`src/rtl/core/djs_pkg.sv`:
```
package djs_pkg;

    // fixed field widths
    localparam int ID_W       = 8;
    localparam int PROFIT_W   = 16;
    localparam int DL_W       = 6;
    localparam int SLOT_IDX_W = 5;
    localparam int SUM_W      = 21;

    // saturation ceiling of the running profit
    localparam logic [SUM_W-1:0] SUM_MAX = {SUM_W{1'b1}};

    // depth of the queue between front and back
    localparam int QUEUE_DEPTH = 4;

    // one job as it arrives, also the queue entry after deadline clamping
    typedef struct packed {
        logic [ID_W-1:0]     job_id;
        logic [PROFIT_W-1:0] job_profit;
        logic [DL_W-1:0]     job_deadline;
        logic                last_job;
    } t_job_item;

    // one stored job in the back job memory
    typedef struct packed {
        logic [ID_W-1:0]     job_id;
        logic [PROFIT_W-1:0] job_profit;
        logic [DL_W-1:0]     job_deadline;
    } t_job_ent;

    // one slot report
    typedef struct packed {
        logic [SLOT_IDX_W-1:0] slot_index;
        logic                  slot_used;
        logic [ID_W-1:0]       slot_job;
        logic [SUM_W-1:0]      total_profit;
        logic                  last_slot;
    } t_slot_item;

endpackage

```
`src/rtl/core/djs_stream_if.sv`:
```
interface djs_stream_if #(
    parameter type T_PAYLOAD = logic
) ();

    logic     valid;
    logic     ready;
    T_PAYLOAD payload;

    modport source (output valid, output payload, input ready);
    modport sink   (input valid, input payload, output ready);

endinterface

```
`src/rtl/core/deadline_job_sequencer.sv`:
```
// Greedy deadline job sequencer. Jobs enter one per transaction on i_job and
// are clamped to MAX_SLOTS and queued; a transaction with last_job set closes
// the batch. The batch is then ordered by profit with an in-place exchange sort
// over the job memory with its one write and one read port (one compare per
// cycle), placed into slots at one job per cycle, and reported on o_slot at one
// slot per cycle while o_slot is ready, from slot 0 up to the largest deadline.
// Every report carries the final batch profit, saturated at 21 bits. While a
// batch is in progress the front keeps taking jobs of the next batch until
// its short queue fills. Jobs beyond MAX_JOBS in a batch are dropped, and a
// deadline of zero never gets a slot.
module deadline_job_sequencer #(
    parameter int MAX_JOBS  = 32,
    parameter int MAX_SLOTS = 32
) (
    input  logic         i_clk,
    input  logic         i_rst_n,
    djs_stream_if.sink   i_job,
    djs_stream_if.source o_slot
);

    djs_stream_if #(.T_PAYLOAD(djs_pkg::t_job_item)) front_to_q ();
    djs_stream_if #(.T_PAYLOAD(djs_pkg::t_job_item)) q_to_back ();

    // input register and deadline clamp
    djs_front #(
        .MAX_SLOTS (MAX_SLOTS)
    ) u_front (
        .i_clk   (i_clk),
        .i_rst_n (i_rst_n),
        .i_job   (i_job),
        .o_job   (front_to_q)
    );

    // job queue between front and back
    djs_fifo u_fifo (
        .i_clk   (i_clk),
        .i_rst_n (i_rst_n),
        .i_push  (front_to_q),
        .o_pop   (q_to_back)
    );

    // store, sort, slot assignment and reporting
    djs_back #(
        .MAX_JOBS  (MAX_JOBS),
        .MAX_SLOTS (MAX_SLOTS)
    ) u_back (
        .i_clk   (i_clk),
        .i_rst_n (i_rst_n),
        .i_job   (q_to_back),
        .o_slot  (o_slot)
    );

endmodule

```
`src/rtl/core/djs_front.sv`:
```
module djs_front #(
    parameter int MAX_SLOTS = 32
) (
    input  logic         i_clk,
    input  logic         i_rst_n,
    djs_stream_if.sink   i_job,
    djs_stream_if.source o_job
);

    localparam int DLX = djs_pkg::DL_W + 1;

    logic                r_valid;
    djs_pkg::t_job_item  r_job;
    djs_pkg::t_job_item  job_cl;
    logic [DLX-1:0]      dl_ext;

    // take a new transaction whenever the holding register is free or drains
    assign i_job.ready = !r_valid || o_job.ready;

    // clamp the deadline to the number of slots
    always_comb begin
        job_cl = i_job.payload;
        dl_ext = {1'b0, i_job.payload.job_deadline};
        if (dl_ext > DLX'(MAX_SLOTS)) begin
            job_cl.job_deadline = djs_pkg::DL_W'(MAX_SLOTS);
        end
    end

    // holding register control
    always_ff @(posedge i_clk) begin
        if (!i_rst_n) begin
            r_valid <= 1'b0;
        end else if (i_job.ready) begin
            r_valid <= i_job.valid;
        end
    end

    // holding register payload
    always_ff @(posedge i_clk) begin
        if (i_job.valid && i_job.ready) begin
            r_job <= job_cl;
        end
    end

    assign o_job.valid   = r_valid;
    assign o_job.payload = r_job;

endmodule

```
`src/rtl/core/djs_fifo.sv`:
```
module djs_fifo (
    input  logic         i_clk,
    input  logic         i_rst_n,
    djs_stream_if.sink   i_push,
    djs_stream_if.source o_pop
);

    localparam int PW = (djs_pkg::QUEUE_DEPTH > 1) ? $clog2(djs_pkg::QUEUE_DEPTH) : 1;
    localparam int CW = $clog2(djs_pkg::QUEUE_DEPTH + 1);

    djs_pkg::t_job_item r_store [djs_pkg::QUEUE_DEPTH];
    logic [PW-1:0]      r_wr_ptr;
    logic [PW-1:0]      r_rd_ptr;
    logic [CW-1:0]      r_fill;
    logic               push;
    logic               pop;

    assign i_push.ready  = (r_fill != CW'(djs_pkg::QUEUE_DEPTH));
    assign o_pop.valid   = (r_fill != '0);
    assign o_pop.payload = r_store[r_rd_ptr];

    assign push = i_push.valid && i_push.ready;
    assign pop  = o_pop.valid && o_pop.ready;

    // pointers and fill level
    always_ff @(posedge i_clk) begin
        if (!i_rst_n) begin
            r_wr_ptr <= '0;
            r_rd_ptr <= '0;
            r_fill   <= '0;
        end else begin
            if (push) begin
                r_wr_ptr <= (r_wr_ptr == PW'(djs_pkg::QUEUE_DEPTH - 1)) ? '0
                                                                       : r_wr_ptr + PW'(1);
            end
            if (pop) begin
                r_rd_ptr <= (r_rd_ptr == PW'(djs_pkg::QUEUE_DEPTH - 1)) ? '0
                                                                       : r_rd_ptr + PW'(1);
            end
            if (push && !pop) begin
                r_fill <= r_fill + CW'(1);
            end else if (pop && !push) begin
                r_fill <= r_fill - CW'(1);
            end
        end
    end

    // entry storage
    always_ff @(posedge i_clk) begin
        if (push) begin
            r_store[r_wr_ptr] <= i_push.payload;
        end
    end

endmodule

```
`src/rtl/core/djs_back.sv`:
```
module djs_back #(
    parameter int MAX_JOBS  = 32,
    parameter int MAX_SLOTS = 32
) (
    input  logic         i_clk,
    input  logic         i_rst_n,
    djs_stream_if.sink   i_job,
    djs_stream_if.source o_slot
);

    localparam int JW  = $clog2(MAX_JOBS);
    localparam int CW  = $clog2(MAX_JOBS + 1);
    localparam int SW  = (MAX_SLOTS > 1) ? $clog2(MAX_SLOTS) : 1;
    localparam int DW  = djs_pkg::DL_W;
    localparam int DLX = djs_pkg::DL_W + 1;
    localparam int SMW = djs_pkg::SUM_W;

    // sequencer states
    localparam logic [2:0] ST_LOAD      = 3'd0;
    localparam logic [2:0] ST_SORT_LDI  = 3'd1;
    localparam logic [2:0] ST_SORT_CAPI = 3'd2;
    localparam logic [2:0] ST_SORT_CMP  = 3'd3;
    localparam logic [2:0] ST_SORT_WRI  = 3'd4;
    localparam logic [2:0] ST_ASN_RD    = 3'd5;
    localparam logic [2:0] ST_ASN_DO    = 3'd6;
    localparam logic [2:0] ST_EMIT      = 3'd7;

    logic [2:0]              r_state, n_state;
    logic [CW-1:0]           r_count, n_count;
    logic [DW-1:0]           r_maxdl, n_maxdl;
    logic [CW-1:0]           r_i, n_i;
    logic [CW-1:0]           r_j, n_j;
    logic [CW-1:0]           r_k, n_k;
    djs_pkg::t_job_ent       r_cur, n_cur;
    logic [MAX_SLOTS-1:0]    r_taken, n_taken;
    logic [SMW-1:0]          r_sum, n_sum;
    logic [DW-1:0]           r_es, n_es;
    logic                    r_pend, n_pend;
    logic                    r_out_valid, n_out_valid;
    djs_pkg::t_slot_item     r_out, n_out;

    // job memory
    djs_pkg::t_job_ent       mem_job [MAX_JOBS];
    djs_pkg::t_job_ent       r_rdata;
    logic                    mem_we;
    logic [JW-1:0]           mem_waddr;
    djs_pkg::t_job_ent       mem_wdata;
    logic [JW-1:0]           mem_raddr;

    // slot owner memory
    logic [djs_pkg::ID_W-1:0] mem_owner [MAX_SLOTS];
    logic [djs_pkg::ID_W-1:0] r_owner_q;
    logic                     own_we;
    logic [SW-1:0]            own_waddr;
    logic                     own_re;
    logic [SW-1:0]            own_raddr;

    // slot search and profit update
    logic [MAX_SLOTS-1:0]    free_mask;
    logic                    found;
    logic [SW-1:0]           found_idx;
    logic [SMW:0]            sum_ext;
    logic                    out_free;
    logic                    emit_last;
    logic [CW-1:0]           i_nxt;
    logic [CW-1:0]           j_nxt;
    logic [CW-1:0]           k_nxt;
    logic [DW-1:0]           es_nxt;

    assign i_nxt  = r_i + CW'(1);
    assign j_nxt  = r_j + CW'(1);
    assign k_nxt  = r_k + CW'(1);
    assign es_nxt = r_es + DW'(1);

    // latest free slot below the deadline of the job on the read port
    always_comb begin
        found     = 1'b0;
        found_idx = '0;
        for (int b = 0; b < MAX_SLOTS; b++) begin
            free_mask[b] = !r_taken[b] && (DLX'(b) < {1'b0, r_rdata.job_deadline});
        end
        for (int b = 0; b < MAX_SLOTS; b++) begin
            if (free_mask[b]) begin
                found     = 1'b1;
                found_idx = SW'(b);
            end
        end
    end

    // saturating profit sum
    assign sum_ext = {1'b0, r_sum} + (SMW + 1)'(r_rdata.job_profit);

    assign out_free  = !r_out_valid || o_slot.ready;
    assign emit_last = ({1'b0, es_nxt} == {1'b0, r_maxdl});

    assign i_job.ready   = (r_state == ST_LOAD);
    assign o_slot.valid  = r_out_valid;
    assign o_slot.payload = r_out;

    // sequencer
    always_comb begin
        n_state     = r_state;
        n_count     = r_count;
        n_maxdl     = r_maxdl;
        n_i         = r_i;
        n_j         = r_j;
        n_k         = r_k;
        n_cur       = r_cur;
        n_taken     = r_taken;
        n_sum       = r_sum;
        n_es        = r_es;
        n_pend      = r_pend;
        n_out_valid = r_out_valid && !o_slot.ready;
        n_out       = r_out;
        mem_we      = 1'b0;
        mem_waddr   = r_count[JW-1:0];
        mem_wdata   = r_cur;
        mem_raddr   = r_i[JW-1:0];
        own_we      = 1'b0;
        own_waddr   = found_idx;
        own_re      = 1'b0;
        own_raddr   = r_es[SW-1:0];

        case (r_state)
            // store jobs until the batch closes
            ST_LOAD: begin
                if (i_job.valid) begin
                    if (r_count < CW'(MAX_JOBS)) begin
                        mem_we    = 1'b1;
                        mem_waddr = r_count[JW-1:0];
                        mem_wdata = '{job_id:       i_job.payload.job_id,
                                      job_profit:   i_job.payload.job_profit,
                                      job_deadline: i_job.payload.job_deadline};
                        n_count   = r_count + CW'(1);
                        if (i_job.payload.job_deadline > r_maxdl) begin
                            n_maxdl = i_job.payload.job_deadline;
                        end
                    end
                    if (i_job.payload.last_job) begin
                        n_i     = '0;
                        n_state = ST_SORT_LDI;
                    end
                end
            end
            // open outer pass i, or move on to slot assignment
            ST_SORT_LDI: begin
                if (i_nxt < r_count) begin
                    mem_raddr = r_i[JW-1:0];
                    n_state   = ST_SORT_CAPI;
                end else begin
                    n_k     = '0;
                    n_taken = '0;
                    n_sum   = '0;
                    n_state = ST_ASN_RD;
                end
            end
            // hold entry i, fetch entry i+1
            ST_SORT_CAPI: begin
                n_cur     = r_rdata;
                n_j       = i_nxt;
                mem_raddr = i_nxt[JW-1:0];
                n_state   = ST_SORT_CMP;
            end
            // exchange with entry j when it has the larger profit
            ST_SORT_CMP: begin
                if (r_cur.job_profit < r_rdata.job_profit) begin
                    mem_we    = 1'b1;
                    mem_waddr = r_j[JW-1:0];
                    mem_wdata = r_cur;
                    n_cur     = r_rdata;
                end
                if (j_nxt < r_count) begin
                    n_j       = j_nxt;
                    mem_raddr = j_nxt[JW-1:0];
                end else begin
                    n_state = ST_SORT_WRI;
                end
            end
            // write back the winner of pass i
            ST_SORT_WRI: begin
                mem_we    = 1'b1;
                mem_waddr = r_i[JW-1:0];
                mem_wdata = r_cur;
                n_i       = i_nxt;
                n_state   = ST_SORT_LDI;
            end
            // fetch the first job in profit order
            ST_ASN_RD: begin
                mem_raddr = r_k[JW-1:0];
                if (r_k < r_count) begin
                    n_state = ST_ASN_DO;
                end else begin
                    n_es    = '0;
                    n_pend  = 1'b0;
                    n_state = ST_EMIT;
                end
            end
            // place one job per cycle, fetch the next
            ST_ASN_DO: begin
                if (found) begin
                    n_taken[found_idx] = 1'b1;
                    own_we             = 1'b1;
                    own_waddr          = found_idx;
                    n_sum = sum_ext[SMW] ? djs_pkg::SUM_MAX : sum_ext[SMW-1:0];
                end
                n_k       = k_nxt;
                mem_raddr = k_nxt[JW-1:0];
                if (!(k_nxt < r_count)) begin
                    n_es    = '0;
                    n_pend  = 1'b0;
                    n_state = ST_EMIT;
                end
            end
            // one slot report per cycle while o_slot takes them
            ST_EMIT: begin
                if (r_maxdl == '0) begin
                    n_count = '0;
                    n_state = ST_LOAD;
                end else if (!r_pend) begin
                    own_re    = 1'b1;
                    own_raddr = r_es[SW-1:0];
                    n_pend    = 1'b1;
                end else if (out_free) begin
                    n_out_valid        = 1'b1;
                    n_out.slot_index   = r_es[djs_pkg::SLOT_IDX_W-1:0];
                    n_out.slot_used    = r_taken[r_es[SW-1:0]];
                    n_out.slot_job     = r_taken[r_es[SW-1:0]] ? r_owner_q : '0;
                    n_out.total_profit = r_sum;
                    n_out.last_slot    = emit_last;
                    n_es               = es_nxt;
                    if (emit_last) begin
                        n_pend  = 1'b0;
                        n_count = '0;
                        n_maxdl = '0;
                        n_state = ST_LOAD;
                    end else begin
                        own_re    = 1'b1;
                        own_raddr = es_nxt[SW-1:0];
                    end
                end
            end
            default: begin
                n_state = ST_LOAD;
            end
        endcase
    end

    // control registers
    always_ff @(posedge i_clk) begin
        if (!i_rst_n) begin
            r_state     <= ST_LOAD;
            r_count     <= '0;
            r_maxdl     <= '0;
            r_i         <= '0;
            r_j         <= '0;
            r_k         <= '0;
            r_taken     <= '0;
            r_sum       <= '0;
            r_es        <= '0;
            r_pend      <= 1'b0;
            r_out_valid <= 1'b0;
        end else begin
            r_state     <= n_state;
            r_count     <= n_count;
            r_maxdl     <= n_maxdl;
            r_i         <= n_i;
            r_j         <= n_j;
            r_k         <= n_k;
            r_taken     <= n_taken;
            r_sum       <= n_sum;
            r_es        <= n_es;
            r_pend      <= n_pend;
            r_out_valid <= n_out_valid;
        end
    end

    // payload registers
    always_ff @(posedge i_clk) begin
        r_cur <= n_cur;
        r_out <= n_out;
    end

    // job memory, one write and one registered read
    always_ff @(posedge i_clk) begin
        if (mem_we) begin
            mem_job[mem_waddr] <= mem_wdata;
        end
        r_rdata <= mem_job[mem_raddr];
    end

    // slot owner memory
    always_ff @(posedge i_clk) begin
        if (own_we) begin
            mem_owner[own_waddr] <= r_rdata.job_id;
        end
        if (own_re) begin
            r_owner_q <= mem_owner[own_raddr];
        end
    end

endmodule

```
`src/flat_wrapper.sv`:
```
// flat-port wrapper written by rule: the top's interface ports become plain ports
module deadline_job_sequencer_flat 
#(
    parameter int MAX_JOBS  = 32,
    parameter int MAX_SLOTS = 32
)
  (i_clk, i_rst_n, i_job_valid, i_job_payload, i_job_ready, o_slot_valid, o_slot_payload, o_slot_ready);
  djs_stream_if #(.T_PAYLOAD(djs_pkg::t_job_item)) i_job_i ();
  djs_stream_if #(.T_PAYLOAD(djs_pkg::t_slot_item)) o_slot_i ();
  input  logic i_clk;
  input  logic i_rst_n;
  input wire logic [$bits(i_job_i.valid)-1:0] i_job_valid;
  input wire logic [$bits(i_job_i.payload)-1:0] i_job_payload;
  output wire logic [$bits(i_job_i.ready)-1:0] i_job_ready;
  output wire logic [$bits(o_slot_i.valid)-1:0] o_slot_valid;
  output wire logic [$bits(o_slot_i.payload)-1:0] o_slot_payload;
  input wire logic [$bits(o_slot_i.ready)-1:0] o_slot_ready;
  assign i_job_i.valid = i_job_valid;
  assign i_job_i.payload = i_job_payload;
  assign i_job_ready = i_job_i.ready;
  assign o_slot_valid = o_slot_i.valid;
  assign o_slot_payload = o_slot_i.payload;
  assign o_slot_i.ready = o_slot_ready;
  deadline_job_sequencer #(.MAX_JOBS(MAX_JOBS), .MAX_SLOTS(MAX_SLOTS)) u_core (.i_clk(i_clk), .i_rst_n(i_rst_n), .i_job(i_job_i), .o_slot(o_slot_i));
endmodule
```
`config.mk`:
```
export PLATFORM = sky130hd
export DESIGN_NAME = deadline_job_sequencer_flat
export DESIGN_NICKNAME = d
export VERILOG_FILES = /design/src/rtl/core/djs_pkg.sv /design/src/rtl/core/djs_stream_if.sv /design/src/rtl/core/deadline_job_sequencer.sv /design/src/rtl/core/djs_front.sv /design/src/rtl/core/djs_fifo.sv /design/src/rtl/core/djs_back.sv /design/src/flat_wrapper.sv
export SDC_FILE = /design/constraint.sdc
export NUM_CORES = 2
export LEC_CHECK = 0
export BUFFER_PORTS_ARGS = -buffer_cell sky130_fd_sc_hd__buf_2
export CAP_MARGIN = 20
export CORE_ASPECT_RATIO = 1.4
export CORE_MARGIN = 2
export CORE_UTILIZATION = 45
export CTS_CLUSTER_DIAMETER = 150
export DETAILED_ROUTE_END_ITERATION = 12
export RECOVER_POWER = 25
export SYNTH_ARGS = -nofsm -noshare
export SYNTH_HDL_FRONTEND = slang
export SYNTH_SLANG_ARGS = --single-unit
export TNS_END_PERCENT = 1
```
`constraint.sdc`:
```
create_clock -name i_clk -period 15.25 [get_ports i_clk]
set_input_delay 0.7625 -clock i_clk [delete_from_list [all_inputs] [get_ports i_clk]]
set_output_delay 0.7625 -clock i_clk [all_outputs]
set_load 0.01 [all_outputs]
```
==> out/metrics.csv <==
stage;metric;value;unit
critical_path;worst-endpoint-required;15.75;ns
floorplanning;dieWidth;327;um
worst_hold_path;hold_path_startpoint;i_job_payload[9];
routing;avgRoutedWirePerCell;27.3;um
synth;yosysWarnings;0;
synth;synth_fp_nets;4080;
worst_hold_path;hold_depth;1;
power;ir_worst_vdd;0.229;mV
clock_tree;cts_sinks;1579;
sta;finalSetupViolCount;0;
global_route;gr-usage-all-layers;22.3;%
clock_tree;cts_tree;built;
layout;area_growth;11.3;%
layout;final_cell_mix;1445 x edfxtp_1, 526 x mux2i_1, 166 x nand2_1;
synth;synth_top_flop_cell;edfxtp_1;
sta;rsz0062_at_grt;no;
sta;hold_slack;0.147;ns
critical_path;startpoint_type;register;
power;seq_power_share;44.8;%
floorplanning;dieArea;149000;um2
worst_hold_path;hold_path.class;input port to register;
global_route;first_global_vias;35700;
floorplanning;die_h;456;um
critical_path;critPathMaxStageDelay;1.49;ns
placement;portBuffers;72;
routing;vias_per_cell;5.88;
sta;fin_skew;0.0340;ns
critical_path;critPathKind;register to register;
synth;synth_edf_count;1445;
power;comb_power_share;26.7;%
critical_path;r2r-start;u_core.u_back.r_es[1]$_SDFFE_PN0P_;
power;p_sw_share;30.7;%
routing;ant_nets;0;
critical_path;critPathArrivalTime;6.22;ns
layout;fin_cells;6119;
placement;dp_slack;9.72;ns
power;p_sw;0.00396;W
power;internal_power;0.00893;W
global_route;grt_antenna_before_repair;3;
placement;placed_cells;5841;
sta;hold_violations;0;
global_route;grt_overflow;0;
synth;synth.yosys.seq_area_share;70.2;%
floorplanning;start_util;45.3;%
layout;fin_nets;4177;
floorplanning;ios;73;
clock_tree;clk_path_buf_depth;3;
run;cap_violations;16;
routing;dr.pass1.iters;5;
sta;maxSlewViolCount;540;
critical_path;reg2reg_depth;11;
clock_tree;post-cts-setup-buffer-count;0;
routing;initialDrtViolationCount;3532;
power;p_clk_share;28.5;%
power;finalPower;0.0129;W
power;power_density;176;nW/um2
critical_path;slowest_stage;dfxtp_1;
critical_path;r2r-end;u_core.u_back.r_owner_q[5]$_DFFE_PP_;
clock_tree;cts-root-buf;clkbuf_16;
global_route;grt_start_max_net_pins;149;
critical_path;path_cells;ha_1 > nand2b_1 > o211ai_1 > a31o_2 > a2111oi_0 > a31oi_4 > buf_4 > o211ai_1 > o32ai_1 > a2111oi_0 > a41oi_1;
clock_tree;cts_made_buffers;148;
outcome;violations;capacitance limit, slew limit;
critical_path;worst-path-buf-inv;1;
synth;syn_area;65600;um2
synth;async_reset_ff_share;0;%
synth;synth_cells;3975;
clock_tree;clkTransAtPathRegs;0.06;ns
routing;drcViolationCount;0;
critical_path;rrSetupSlack;9.53;ns
sta;max_freq;175;MHz
routing;vias;36000;
sta;tightest_slew;2.37;ns
floorplanning;num_rows;165;
critical_path;worstPathMaxFanout;59;
critical_path;critPathTopFamily;compound AO/OA/AOI/OAI gates;
synth;synth_cell_types;90;
sta;worst_slew_margin_rel;-57.7;%
outcome;status;finished, violations left;
floorplanning;core_region_area;145000;um2
power;leakage;22.8;nW
sta;finalCritPeriodShare;37.5;%
synth;ys_ff_latch;1579;
global_route;grt_pass1_wl;243000;um
sta;finalCriticalPeriod;5.72;ns
clock_tree;ctsResizeCount;0;
placement;hpwlAfterDp;94900;um
sta;setup_ws;9.53;ns
worst_hold_path;min_to;u_core.u_front.o_job.payload[9]$_DFFE_PP_;
clock_tree;clk-insertion-delay-late;0.80;ns
clock_tree;hold_buffers;0;
placement;gp_congestion;0.875;
synth;syn_area_per_cell;16.5;um2
routing;wirelength;167000;um
critical_path;endpoint_kind;register;
clock_tree;htreeDepth;4;
sta;tns;0;ns
layout;final_common_cell;edfxtp_1;
layout;drive_above_1_share;14.4;%
==> state kept, by name (all words and copies together), names as in the netlist, 30 cells and up, named ones only <==
name and flops:
u_core.u_back.r_cur 30, u_core.u_back.mem_owner 256, u_core.u_front.o_job.payload 31, u_core.u_back.r_rdata 30, u_core.u_back.o_slot.payload 36, u_core.u_back.mem_job 960
u_core.u_fifo.r_store 124, u_core.u_back.r_taken 32
==> logic make-up after synthesis <==
kind of cell / share of synthesized area, %
and+or+nand+nor: 5.01
adders and majority gates: 1.36
AOI/OAI and AO/OA: 6.25
muxes: 14.6
DFF: 70.2
xor gates and xnor gates: 0.494
buffers and inverters: 2.11
==> power by group through the flow <==
stage	Clock, W	Sequential, W	Combinational [W]
2_1_floorplan	0	0.00574	0.00256
3_3_place_gp	0	0.00584	0.00342
3_5_place_dp	0	0.00585	0.00347
4_1_cts	0.00374	0.00575	0.00347
5_1_grt	0.00391	0.00579	0.00370
6_report	0.00368	0.00577	0.00344
==> through the flow <==
| stage | utilization, % | cell area (um2) |
|---|---|---|
| after floorplan | - | 65600 |
| after global placement | 47.2 | 68300 |
| after detailed placement | 47.2 | 68300 |
| after CTS | 50.6 | 73200 |
| after global routing | 50.5 | 73000 |
| final | 50.5 | 73100 |
==> cell usage after synthesis (6+ instances only) <==
| cell type | n | area [um2] |
|---|---|---|
| o22a_1 | 6 | 52.6 |
| a31oi_1 | 21 | 131 |
| a2111oi_0 | 13 | 114 |
| dfxtp_1 | 134 | 2680 |
| nand2_1 | 166 | 623 |
| xnor2_1 | 24 | 210 |
| ha_1 | 68 | 851 |
| nor3_1 | 58 | 290 |
| mux4_2 | 165 | 3720 |
| o31ai_1 | 7 | 52.6 |
| a21o_1 | 32 | 240 |
| o22ai_1 | 62 | 388 |
| buf_6 | 15 | 169 |
| nor2_1 | 147 | 552 |
| buf_1 | 10 | 37.5 |
| inv_1 | 58 | 218 |
| a22oi_1 | 36 | 270 |
| nand3_1 | 50 | 250 |
| o221ai_1 | 48 | 420 |
| a211oi_1 | 16 | 120 |
| nand4_1 | 6 | 37.5 |
| and2_1 | 19 | 119 |
| or3_1 | 23 | 144 |
| o32ai_1 | 9 | 78.8 |
| nor4_1 | 39 | 244 |
| clkbuf_1 | 98 | 368 |
| buf_2 | 65 | 325 |
| a41oi_1 | 9 | 78.8 |
| buf_4 | 35 | 263 |
| mux2i_1 | 526 | 5270 |
| mux2_2 | 52 | 586 |
| o21a_1 | 21 | 158 |
| o21ai_1 | 21 | 105 |
| and3_1 | 39 | 244 |
| xor2_1 | 13 | 114 |
| o21bai_1 | 7 | 52.6 |
| edfxtp_1 | 1445 | 43400 |
| o21ai_0 | 100 | 500 |
| a21oi_1 | 112 | 561 |
| nor2b_1 | 30 | 188 |
| o211ai_1 | 8 | 60.1 |
| nand2b_1 | 54 | 338 |
==> per-layer routing <==
metal  up-vias  share of wire, %  routed length [um]  global-route usage [%]
li1      16000                 -                   -                       -
met5         -            0.0078                  13                       0
met2      1092                51               85700                    38.9
met3       262               4.9                8230                    2.93
met1     18600                41               67500                    28.5
met4         2               3.1                5240                    7.67
==> cell type report <==
class                           instances  area (um2)
Antenna cell                            3        7.51
Sequential cell                      1579       46100
Tap cell                             1920        2400
Multi-Input combinational cell       2114       18500
Inverter                               59         221
Fill cell                           11800       71700
Timing Repair Buffer                  170        1010
Clock buffer                          205        4070
Clock inverter                         69         756
==> how the worst max path moves through the flow <==
stage | from | slack [ns] | end | depth (start not counted)
floorplan | u_core.u_back.r_cur[19]$_DFFE_PP_ | 9.25 | u_core.u_back.mem_job[16][0]$_DFFE_PP_ | 11
global placement | u_core.u_back.r_j[1]$_SDFFE_PN0P_ | 9.81 | u_core.u_back.r_rdata[15]$_DFF_P_ | 14
detailed placement | u_core.u_back.r_j[0]$_SDFFE_PN0P_ | 9.72 | u_core.u_back.r_rdata[15]$_DFF_P_ | 14
CTS | u_core.u_back.r_j[0]$_SDFFE_PN0P_ | 9.66 | u_core.u_back.r_rdata[15]$_DFF_P_ | 14
global route | u_core.u_back.r_es[1]$_SDFFE_PN0P_ | 9.30 | u_core.u_back.r_owner_q[4]$_DFFE_PP_ | 13
finish | u_core.u_back.r_es[1]$_SDFFE_PN0P_ | 9.53 | u_core.u_back.r_owner_q[5]$_DFFE_PP_ | 11
Note: power is estimated with default switching activity, not from simulation.
